[config.mk]
export PLATFORM = sky130hd
export DESIGN_NAME = spindle_socket_clamp_supervisor
export DESIGN_NICKNAME = d
export VERILOG_FILES = /design/src/rtl/sscs_pkg.sv /design/src/rtl/sscs_cfg.sv /design/src/rtl/sscs_core.sv /design/src/rtl/spindle_socket_clamp_supervisor.sv
export SDC_FILE = /design/constraint.sdc
export NUM_CORES = 1
export LEC_CHECK = 0
export BUFFER_PORTS_ARGS = -buffer_cell sky130_fd_sc_hd__buf_2
export CAP_MARGIN = 40
export CORE_MARGIN = 3
export CORE_UTILIZATION = 60
export CTS_BUF_LIST = sky130_fd_sc_hd__clkbuf_4 sky130_fd_sc_hd__clkbuf_8 sky130_fd_sc_hd__clkbuf_16
export DETAILED_ROUTE_END_ITERATION = 7
export PLACE_DENSITY = 0.79
export SYNTH_ARGS = -nofsm -noshare
export SYNTH_HDL_FRONTEND = slang
export SYNTH_SLANG_ARGS = --single-unit
[constraint.sdc]
create_clock -name clk -period 7.2 [get_ports clk]
set_clock_uncertainty 0.2 [all_clocks]
set_input_delay 1.08 -clock clk [delete_from_list [all_inputs] [get_ports clk]]
set_output_delay 1.08 -clock clk [all_outputs]
set_load 0.1 [all_outputs]
[src/rtl/sscs_pkg.sv]
// sscs_pkg: shared types and constants of the spindle socket clamp supervisor
// no dependencies; imported by every module of the block
package sscs_pkg;

    localparam int CFG_DATA_W   = 15;
    localparam int TIMEOUT_W    = 15;
    localparam int TARGET_W     = 10;
    localparam int MS_W         = 16;
    localparam int PULSE_W      = 11;

    localparam logic [TIMEOUT_W-1:0] TIMEOUT_RST     = 15'd5000;
    localparam logic [TARGET_W-1:0]  PULSE_TARGET_RST = 10'd10;
    localparam logic                 USE_FB_RST      = 1'b1;

    typedef enum logic [1:0] {
        OP_TICK          = 2'd0,
        OP_START_UNCLAMP = 2'd1,
        OP_START_CLAMP   = 2'd2,
        OP_NONE          = 2'd3
    } op_t;

    typedef enum logic [1:0] {
        RES_SUCCESS     = 2'd0,
        RES_ALARM_START = 2'd1,
        RES_ALARM_RUN   = 2'd2,
        RES_TIMEOUT     = 2'd3
    } res_code_t;

    typedef enum logic [1:0] {
        CFG_TIMEOUT      = 2'd0,
        CFG_PULSE_TARGET = 2'd1,
        CFG_USE_FEEDBACK = 2'd2
    } cfg_idx_t;

    typedef struct packed {
        logic [TIMEOUT_W-1:0] timeout_limit_ms;
        logic [TARGET_W-1:0]  pulse_target;
        logic                 use_feedback;
    } cfg_t;

    typedef struct packed {
        op_t  op;
        logic alarm;
        logic fg_pulse;
    } item_t;

    typedef struct packed {
        logic                spindle_run;
        logic                spindle_reverse;
        logic                busy_res;
        logic                done_res;
        res_code_t           result_code;
        logic [PULSE_W-1:0]  pulse_total;
    } result_t;

endpackage

[src/rtl/sscs_cfg.sv]
// sscs_cfg: configuration register file of the clamp supervisor
// depends on sscs_pkg
module sscs_cfg (
    input  logic                             clk,
    input  logic                             rst_n,
    input  logic                             cfg_we,
    input  logic [1:0]                       cfg_index,
    input  logic [sscs_pkg::CFG_DATA_W-1:0]  cfg_data,
    output sscs_pkg::cfg_t                   cfg
);
    import sscs_pkg::*;

    cfg_t cfg_reg;

    always_ff @(posedge clk or negedge rst_n)
    begin
        if (!rst_n)
        begin
            cfg_reg.timeout_limit_ms <= TIMEOUT_RST;
            cfg_reg.pulse_target     <= PULSE_TARGET_RST;
            cfg_reg.use_feedback     <= USE_FB_RST;
        end
        else if (cfg_we)
        begin
            case (cfg_idx_t'(cfg_index))
                CFG_TIMEOUT:      cfg_reg.timeout_limit_ms <= cfg_data[TIMEOUT_W-1:0];
                CFG_PULSE_TARGET: cfg_reg.pulse_target     <= cfg_data[TARGET_W-1:0];
                CFG_USE_FEEDBACK: cfg_reg.use_feedback     <= cfg_data[0];
                default:          ;
            endcase
        end
    end

    assign cfg = cfg_reg;

endmodule

[src/rtl/sscs_core.sv]
// sscs_core: run state registers and per-beat supervision logic
// depends on sscs_pkg; result is combinational from the held item and state
module sscs_core #(
    parameter int POLL_TICKS = 10,
    parameter int RAMP_TICKS = 200,
    parameter int IDLE_LIMIT = 300,
    parameter int MIN_PULSES = 5
) (
    input  logic              clk,
    input  logic              rst_n,
    input  logic              fire,
    input  sscs_pkg::item_t   item,
    input  sscs_pkg::cfg_t    cfg,
    output sscs_pkg::result_t res
);
    import sscs_pkg::*;

    localparam int PW = $clog2(POLL_TICKS + 1);
    localparam logic [PW-1:0]      POLL_LAST = PW'(POLL_TICKS);
    localparam logic [MS_W-1:0]    RAMP_MS   = MS_W'(RAMP_TICKS);
    localparam logic [MS_W-1:0]    IDLE_MS   = MS_W'(IDLE_LIMIT);
    localparam logic [PULSE_W-1:0] MIN_CNT   = PULSE_W'(MIN_PULSES);

    typedef enum logic [1:0] {
        PH_IDLE,
        PH_RAMP,
        PH_POLL,
        PH_WAIT
    } phase_t;

    phase_t             phase_reg, phase_next;
    logic               is_clamp_reg, is_clamp_next;
    logic [MS_W-1:0]    elapsed_reg, elapsed_next;
    logic [MS_W-1:0]    idle_reg, idle_next;
    logic [PW-1:0]      poll_reg, poll_next;
    logic [PULSE_W-1:0] pulse_reg, pulse_next;
    logic               done;
    res_code_t          code;
    logic [PW-1:0]      poll_inc;
    logic [MS_W-1:0]    run_limit;

    assign poll_inc  = poll_reg + PW'(1);
    assign run_limit = {1'b0, cfg.timeout_limit_ms};

    always_comb
    begin
        phase_next    = phase_reg;
        is_clamp_next = is_clamp_reg;
        elapsed_next  = elapsed_reg;
        idle_next     = idle_reg;
        poll_next     = poll_reg;
        pulse_next    = pulse_reg;
        done          = 1'b0;
        code          = RES_SUCCESS;
        if (item.op == OP_START_UNCLAMP || item.op == OP_START_CLAMP)
        begin
            if (phase_reg == PH_IDLE)
            begin
                is_clamp_next = (item.op == OP_START_CLAMP);
                elapsed_next  = '0;
                idle_next     = '0;
                poll_next     = '0;
                pulse_next    = '0;
                if (item.alarm)
                begin
                    done = 1'b1;
                    code = RES_ALARM_START;
                end
                else if (!cfg.use_feedback)
                    phase_next = PH_WAIT;
                else if (is_clamp_next && RAMP_TICKS > 0)
                    phase_next = PH_RAMP;
                else
                    phase_next = PH_POLL;
            end
        end
        else if (item.op == OP_TICK && phase_reg != PH_IDLE)
        begin
            // saturating time and pulse bookkeeping, all phases
            if (elapsed_reg != '1)
                elapsed_next = elapsed_reg + MS_W'(1);
            if (item.fg_pulse)
            begin
                idle_next = '0;
                if (pulse_reg != '1)
                    pulse_next = pulse_reg + PULSE_W'(1);
            end
            else if (idle_reg != '1)
                idle_next = idle_reg + MS_W'(1);

            unique case (phase_reg)
                PH_WAIT:
                begin
                    if (elapsed_next >= run_limit)
                    begin
                        done       = 1'b1;
                        code       = item.alarm ? RES_ALARM_RUN : RES_SUCCESS;
                        phase_next = PH_IDLE;
                    end
                end
                PH_RAMP:
                begin
                    if (elapsed_next >= RAMP_MS)
                    begin
                        phase_next = PH_POLL;
                        poll_next  = '0;
                    end
                end
                PH_POLL:
                begin
                    if (poll_inc < POLL_LAST)
                        poll_next = poll_inc;
                    else
                    begin
                        poll_next = '0;
                        // alarm first, then success, then timeout
                        priority if (item.alarm)
                        begin
                            done = 1'b1;
                            code = RES_ALARM_RUN;
                        end
                        else if (is_clamp_reg && idle_next > IDLE_MS
                                 && pulse_next > MIN_CNT)
                            done = 1'b1;
                        else if (!is_clamp_reg
                                 && pulse_next >= PULSE_W'(cfg.pulse_target))
                            done = 1'b1;
                        else if (elapsed_next > run_limit)
                        begin
                            done = 1'b1;
                            code = RES_TIMEOUT;
                        end
                        else
                            done = 1'b0;
                        if (done)
                            phase_next = PH_IDLE;
                    end
                end
                default: ;
            endcase
        end
    end

    always_ff @(posedge clk or negedge rst_n)
    begin
        if (!rst_n)
        begin
            phase_reg    <= PH_IDLE;
            is_clamp_reg <= 1'b0;
            elapsed_reg  <= '0;
            idle_reg     <= '0;
            poll_reg     <= '0;
            pulse_reg    <= '0;
        end
        else if (fire)
        begin
            phase_reg    <= phase_next;
            is_clamp_reg <= is_clamp_next;
            elapsed_reg  <= elapsed_next;
            idle_reg     <= idle_next;
            poll_reg     <= poll_next;
            pulse_reg    <= pulse_next;
        end
    end

    always_comb
    begin
        res.busy_res        = (phase_next != PH_IDLE);
        res.spindle_run     = (phase_next != PH_IDLE);
        res.spindle_reverse = (phase_next != PH_IDLE) && !is_clamp_next;
        res.done_res        = done;
        res.result_code     = code;
        res.pulse_total     = pulse_next;
    end

    // a finished run leaves the block idle
    a_done_goes_idle: assert property (@(posedge clk) disable iff (!rst_n)
        fire && done |=> phase_reg == PH_IDLE)
        else $error("run finished but phase not idle");

    // pulse count only drops when a new run starts
    a_pulse_monotonic: assert property (@(posedge clk) disable iff (!rst_n)
        fire && item.op == OP_TICK |=> pulse_reg >= $past(pulse_reg))
        else $error("pulse count decreased on a tick");

    // the poll divider never reaches its terminal count
    a_poll_range: assert property (@(posedge clk) disable iff (!rst_n)
        poll_reg < POLL_LAST)
        else $error("poll counter out of range");

    // a start while busy leaves the run settings alone
    a_start_busy_ignored: assert property (@(posedge clk) disable iff (!rst_n)
        fire && phase_reg != PH_IDLE
        && (item.op == OP_START_UNCLAMP || item.op == OP_START_CLAMP)
        |=> $stable(is_clamp_reg) && $stable(elapsed_reg))
        else $error("start accepted during a run");

endmodule

[src/rtl/spindle_socket_clamp_supervisor.sv]
// spindle_socket_clamp_supervisor: a beat passes the input register, then the result
// register; one beat accepted per cycle sustained while out_stall is low.
// a beat waiting in the result register stalls a full input register; one more beat is taken.
// rst_n (async, active low) empties both registers, sets the run state to idle
// and loads register defaults: timeout 5000 ms, pulse target 10, feedback on.
// depends on sscs_pkg, sscs_cfg, sscs_core
module spindle_socket_clamp_supervisor #(
    parameter int POLL_TICKS = 10,
    parameter int RAMP_TICKS = 200,
    parameter int IDLE_LIMIT = 300,
    parameter int MIN_PULSES = 5
) (
    input  logic                             clk,
    input  logic                             rst_n,
    input  logic                             cfg_we,
    input  logic [1:0]                       cfg_index,
    input  logic [sscs_pkg::CFG_DATA_W-1:0]  cfg_data,
    input  logic                             in_valid,
    output logic                             in_stall,
    input  logic [1:0]                       op,
    input  logic                             alarm,
    input  logic                             fg_pulse,
    output logic                             out_valid,
    input  logic                             out_stall,
    output logic                             spindle_run,
    output logic                             spindle_reverse,
    output logic                             busy_res,
    output logic                             done_res,
    output logic [1:0]                       result_code,
    output logic [sscs_pkg::PULSE_W-1:0]     pulse_total
);
    import sscs_pkg::*;

    cfg_t    cfg;
    item_t   item_reg;
    logic    in_valid_reg;
    logic    out_valid_reg;
    result_t res;
    result_t res_reg;
    logic    fire;
    logic    in_take;

    // item moves into the result register when that slot is free or draining
    assign fire     = in_valid_reg && (!out_valid_reg || !out_stall);
    assign in_stall = in_valid_reg && out_valid_reg && out_stall;
    assign in_take  = in_valid && !in_stall;

    sscs_cfg u_cfg (
        .clk       (clk),
        .rst_n     (rst_n),
        .cfg_we    (cfg_we),
        .cfg_index (cfg_index),
        .cfg_data  (cfg_data),
        .cfg       (cfg)
    );

    sscs_core #(
        .POLL_TICKS (POLL_TICKS),
        .RAMP_TICKS (RAMP_TICKS),
        .IDLE_LIMIT (IDLE_LIMIT),
        .MIN_PULSES (MIN_PULSES)
    ) u_core (
        .clk   (clk),
        .rst_n (rst_n),
        .fire  (fire),
        .item  (item_reg),
        .cfg   (cfg),
        .res   (res)
    );

    always_ff @(posedge clk or negedge rst_n)
    begin
        if (!rst_n)
        begin
            in_valid_reg  <= 1'b0;
            out_valid_reg <= 1'b0;
        end
        else
        begin
            if (in_take)
                in_valid_reg <= 1'b1;
            else if (fire)
                in_valid_reg <= 1'b0;
            if (fire)
                out_valid_reg <= 1'b1;
            else if (!out_stall)
                out_valid_reg <= 1'b0;
        end
    end

    always_ff @(posedge clk)
    begin
        if (in_take)
        begin
            item_reg.op       <= op_t'(op);
            item_reg.alarm    <= alarm;
            item_reg.fg_pulse <= fg_pulse;
        end
        if (fire)
            res_reg <= res;
    end

    assign out_valid       = out_valid_reg;
    assign spindle_run     = res_reg.spindle_run;
    assign spindle_reverse = res_reg.spindle_reverse;
    assign busy_res        = res_reg.busy_res;
    assign done_res        = res_reg.done_res;
    assign result_code     = res_reg.result_code;
    assign pulse_total     = res_reg.pulse_total;

endmodule

==> results.cfg, run 1 <==
[status]
outcome = finished, final reports clean

[layout]
drive_above_1_share = 0.148
largest_register_ffs = 26
diodes = 0
final_nets = 797
synthToLayoutAreaGrowth_pct = 8.46

[floorplan]
die_w_um = 108
start_util = 0.626
io_pins = 45
fp-row-count = 36
dieArea_sq_mm = 0.0116
coreArea_sq_mm = 0.00991
die_height_um = 108

[placement]
port_buffers = 44
gp_congestion = 0.917
dp_hpwl_um = 10700

[pwr]
p_leak_uw = 0.00295
p_per_area_mw_per_mm2 = 226
peakVddDrop_uv = 174

[global_routing]
grt_max_degree = 53
grtUsageTotal = 0.268
antenna_found_initial = 0
grt.overflow.total = 0
grt_pass1_vias = 5118
grt_pass1_wl_um = 24400

[timing]
hold_ws_ns = 0.314
fin_crit_sh = 0.624
min_period_ns = 4.49
finalHoldViolCount = 0
fin_tns_setup_ns = 0
maxClockFrequency_ghz = 0.222
tightest_slew_ns = 0.779
relSlewSlack = 0.480
rsz0062_at_grt = false
setup_viol = 0
report.final.slew_viol_count = 0

[worst_setup_path]
cp_top_family = simple AND/OR/NAND/NOR gates
critPathKind = reg2reg
cp-start-kind = register
worst_ep_arrival_time_ns = 4.56
crit_path_end_kind = register
required_ns = 7.26
crit_path_start = u_core.elapsed_reg[0]$_DFFE_PN0P_
crit_slowest_cell = dfrtp_1
crit_chain = ha_1, nand2_1, nor3_1, nand2_1, nand2_1, nor2_1, xor2_1, ha_1, a211oi_1, nor2_1, nor2_1, nor3_1, or3_1, a2bb2oi_1, or3_1, o31ai_1, o211a_1
critPathMaxStageDelay_ns = 0.44
worstReg2RegStart = u_core.elapsed_reg[0]$_DFFE_PN0P_
crit_path_max_fanout = 10
path_buf_inv = 0

[yosys]
avgSynthCellArea_sq_um = 8.78
synth_seq_cells = 98
synthCells = 706
yosysTopAreaCellShare = 0.283
synthesis.nets = 767
synth-main-ff-cell = dfrtp_1
synth.yosys.warnings = 0
synth_edf_count = 20
synth.cell_area_sq_mm = 0.00620
synthArstFlopShare = 0.796
ys_seq_area_frac = 0.413
synthTopCellsByArea = dfrtp_1 (28%), edfxtp_1 (9.7%), ha_1 (7.1%)
synth_area_leader_cell = dfrtp_1
yosys.cell_types.count = 66

[clock_tree]
post-cts-setup-buffers = 0
cts_tree = built
htreeDepth = 3
cts.sinks = 98
clk_pin_slew_ns = 0.09
ctsResizeCount = 0
hold_buffers = 0
cts_buffers = 9
clock_latency_ns = 0.38
clock_path_buffers = 2
cts-root-buf = clkbuf_8

[min_path]
hold_class = reg2reg
hp-start = in_valid_reg$_DFFE_PN0P_

[routing]
routedWlPerCell_um = 16.7
via_count = 5319
viasPerCell = 6.09
drt_iter0_markers = 429
firstDrtPassIters = 5
totalWireLength_um = 14600
ant_nets = 0
drc_errors = 0

[flow_run]
drv_cap = 0
[per-layer routing]
metal,wire length (um),up-vias,global-route usage,part of all wire
li1,-,2573,-,-
met3,806,33,0.0642,0.055
met5,0,-,0,0
met2,7080,187,0.435,0.48
met4,427,0,0.105,0.029
met1,6310,2526,0.347,0.43
[through the flow]
stage	cells	setup WS, ns	area, sq um	utilization	power [uW]
6_report	874	2.71	6720	0.679	1520
5_1_grt	874	2.36	6720	0.679	1620
4_1_cts	874	2.79	6720	0.679	1530
3_5_place_dp	858	2.83	6540	0.660	1190
3_3_place_gp	854	3.02	6480	0.654	1160
2_1_floorplan	706	3.35	6200	-	1060
[cell type report]
type	instances	area, sq um
flip-flops and latches	98	2560
fillers	817	3190
multi-input cells	526	3320
clock inverters	3	15.0
well taps	133	166
inverters	50	188
repair buffers	51	303
clock buffers	13	166
[cell usage in the layout (no fill, tap or decap), drive strengths merged, types with 21 or more instances in the layout]
cell and count:
nand2 100, o21ai 74, dfrtp 70, buf 51, inv 49, nor2 43
a21oi 38, ha 35, nand3 34, nor3 21
[final timing paths]
check                                                       to  slack (ns)  depth (start not counted)
max in group asynchronous            u_cfg.cfg[18]$_DFFE_PN1P_        5.73                          2
min in group asynchronous       u_core.poll_reg[3]$_DFFE_PN0P_        0.42                          1
worst max-delay path                 spindle_reverse$_DFFE_PP_        2.71                         17
worst max register to register       spindle_reverse$_DFFE_PP_        2.71                         17
worst min-delay path                     out_valid$_DFFE_PN0P_        0.31                          1
worst min register to register           out_valid$_DFFE_PN0P_        0.31                          1
[cell usage after synthesis (13+ instances only)]
| cell | number |
|---|---|
| nand2_1 | 100 |
| dfrtp_1 | 70 |
| o21ai_0 | 70 |
| inv_1 | 49 |
| nor2_1 | 43 |
| a21oi_1 | 37 |
| ha_1 | 35 |
| nand3_1 | 33 |
| clkbuf_1 | 24 |
| nor3_1 | 21 |
| edfxtp_1 | 20 |
| mux2_2 | 19 |
| nand4_1 | 13 |
[power breakdown]
group | total [uW] | internal, uW | leakage [uW] | switching [uW]
Combinational | 457 | 160 | 0.00166 | 297
Sequential | 729 | 651 | 0.00119 | 78.0
Clock | 336 | 151 | 0.000100 | 185
Total | 1520 | 961 | 0.00295 | 560
[kinds of logic after synthesis]
kind of cell,share of synthesized area
AO/OA/AOI/OAI,0.183
XOR/XNOR,0.0254
adder cells (fa/ha/maj),0.0706
buffers and inverters,0.0521
AND/OR/NAND/NOR,0.208
flip-flops,0.413
multiplexers,0.0476
Note: power is estimated with default switching activity, not from simulation.
==> run 2, diff against run 1 <==
- CORE_UTILIZATION: 60 -> 55
- PLACE_DENSITY: 0.79 -> 0.77
- clock period: 7.2 -> 3.79 ns (I/O delays scaled with it)
==> results.cfg, run 2 (synthesized netlist as in run 1, its figures left out) <==
[routing]
routedWlPerCell_um = 17.1
viasPerCell = 6.05
via_count = 5691
firstDrtPassIters = 5
drt_iter0_markers = 535
drc_errors = 0
totalWireLength_um = 16000
ant_nets = 0

[worst_setup_path]
cp-start-kind = register
worst_ep_arrival_time_ns = 3.58
critPathKind = reg2reg
crit_slowest_cell = dfrtp_1
regToRegSetupSlack_ns = 0.11
path_buf_inv = 3
r2r_cells = 15
crit_path_end_kind = register
critPathMaxStageDelay_ns = 0.36
cp_top_family = simple AND/OR/NAND/NOR gates
crit_chain = ha_2, nand2_4, buf_4, buf_4, nor4_2, mux2i_1, inv_1, ha_1, nand4_1, nor3_1, or3_4, a2bb2oi_2, or3_4, nor3_2, a211oi_1
worstReg2RegStart = u_core.elapsed_reg[1]$_DFFE_PN0P_
r2r_end = done_res$_DFFE_PP_
required_ns = 3.69
crit_path_max_fanout = 6

[layout]
synthToLayoutAreaGrowth_pct = 20.8
drive_above_1_share = 0.246
diodes = 0
largest_register_ffs = 26
mostFrequentLayoutCell = nand2_1
final_nets = 856
final_cell_mix = nand2_1 (99), dfrtp_1 (70), o21ai_0 (68)
instances_no_fill = 940

[min_path]
hold_class = in2reg
hold_depth = 1
holdPathEnd = item_reg[2]$_DFFE_PP_
hp-start = op[0]

[timing]
fin_crit_sh = 0.971
maxClockFrequency_ghz = 0.272
tightest_slew_ns = 0.676
min_period_ns = 3.68
fin_tns_setup_ns = 0
finalHoldViolCount = 0
setup_viol = 0
report.final.slew_viol_count = 0
relSlewSlack = 0.545

[global_routing]
grt_max_degree = 45
grt_pass1_vias = 5332
antenna_found_initial = 0
grt.overflow.total = 0
grt_pass1_wl_um = 26100
grtUsageTotal = 0.254

[floorplan]
dieArea_sq_mm = 0.0126
die_w_um = 112
start_util = 0.567
fp-row-count = 38
coreArea_sq_mm = 0.0109
die_height_um = 112
io_pins = 45

[placement]
port_buffers = 44
dp.cells = 914
dp_hpwl_um = 11300
gp_congestion = 0.929

[pwr]
p_per_area_mw_per_mm2 = 447
peakVddDrop_uv = 460
finalPower_uw = 3350
p_leak_uw = 0.00333

[clock_tree]
clock_latency_ns = 0.36
cts_buffers = 9
clk_pin_slew_ns = 0.07
clock_path_buffers = 2
cts-root-buf = clkbuf_16
htreeDepth = 3
cts.sinks = 98
cts_tree = built

[status]
outcome = finished, final reports clean

[flow_run]
drv_cap = 0
## run 2: through the flow
| stage | setup WS (ns) | hold WS, ns | cell area (sq um) | util |
|---|---|---|---|---|
| floorplan | 0.00618 | 0.0729 | 6220 | - |
| global placement | 0.0432 | 0.275 | 6900 | 0.631 |
| detailed placement | -0.0444 | 0.298 | 6920 | 0.633 |
| CTS | 0.0138 | 0.180 | 7300 | 0.668 |
| global route | -0.0374 | 0.173 | 7490 | 0.685 |
| finish | 0.110 | 0.187 | 7490 | 0.685 |
## run 2: area by class of cell
class                   instances  area, sq um
fillers                       851         3440
well taps                     140          175
clock inverters                 3         45.0
clock buffers                  13          273
inverters                      50          188
repair buffers                110          737
multi-input cells             526         3510
flip-flops and latches         98         2560
## run 2: timing repair
| action | 4_1_cts | 5_1_grt |
|---|---|---|
| buffers inserted | 4 | 5 |
| resized for setup | 4 | 30 |
| pin swaps | 5 | 13 |
| endpoints found under the setup margin | 5 | 7 |
| hold buffers | 1 | 0 |
| endpoints found under the hold margin | 32 | 0 |
## run 2: power by group
part	internal [uW]	switching [uW]	leakage [uW]
clock network	578	414	0.000160
logic	372	632	0.00199
registers	1240	117	0.00119
total	2190	1160	0.00333
## run 2: how the worst max path moves through the flow
stage | start | depth (start not counted) | slack [ns] | endpoint
5_1_grt | u_core.elapsed_reg[1]$_DFFE_PN0P_ | 16 | -0.04 | spindle_reverse$_DFFE_PP_
6_report | u_core.elapsed_reg[1]$_DFFE_PN0P_ | 15 | 0.11 | done_res$_DFFE_PP_
3_3_place_gp | u_core.elapsed_reg[4]$_DFFE_PN0P_ | 16 | 0.04 | done_res$_DFFE_PP_
3_5_place_dp | u_core.elapsed_reg[1]$_DFFE_PN0P_ | 17 | -0.04 | done_res$_DFFE_PP_
4_1_cts | u_core.elapsed_reg[0]$_DFFE_PN0P_ | 17 | 0.01 | spindle_reverse$_DFFE_PP_
2_1_floorplan | u_core.elapsed_reg[7]$_DFFE_PN0P_ | 16 | 0.006 | done_res$_DFFE_PP_
## run 2: layer usage
metal	global-route usage	part of all wire
met1	0.341	0.43
met2	0.397	0.47
met3	0.0593	0.065
met4	0.107	0.028
met5	0	0
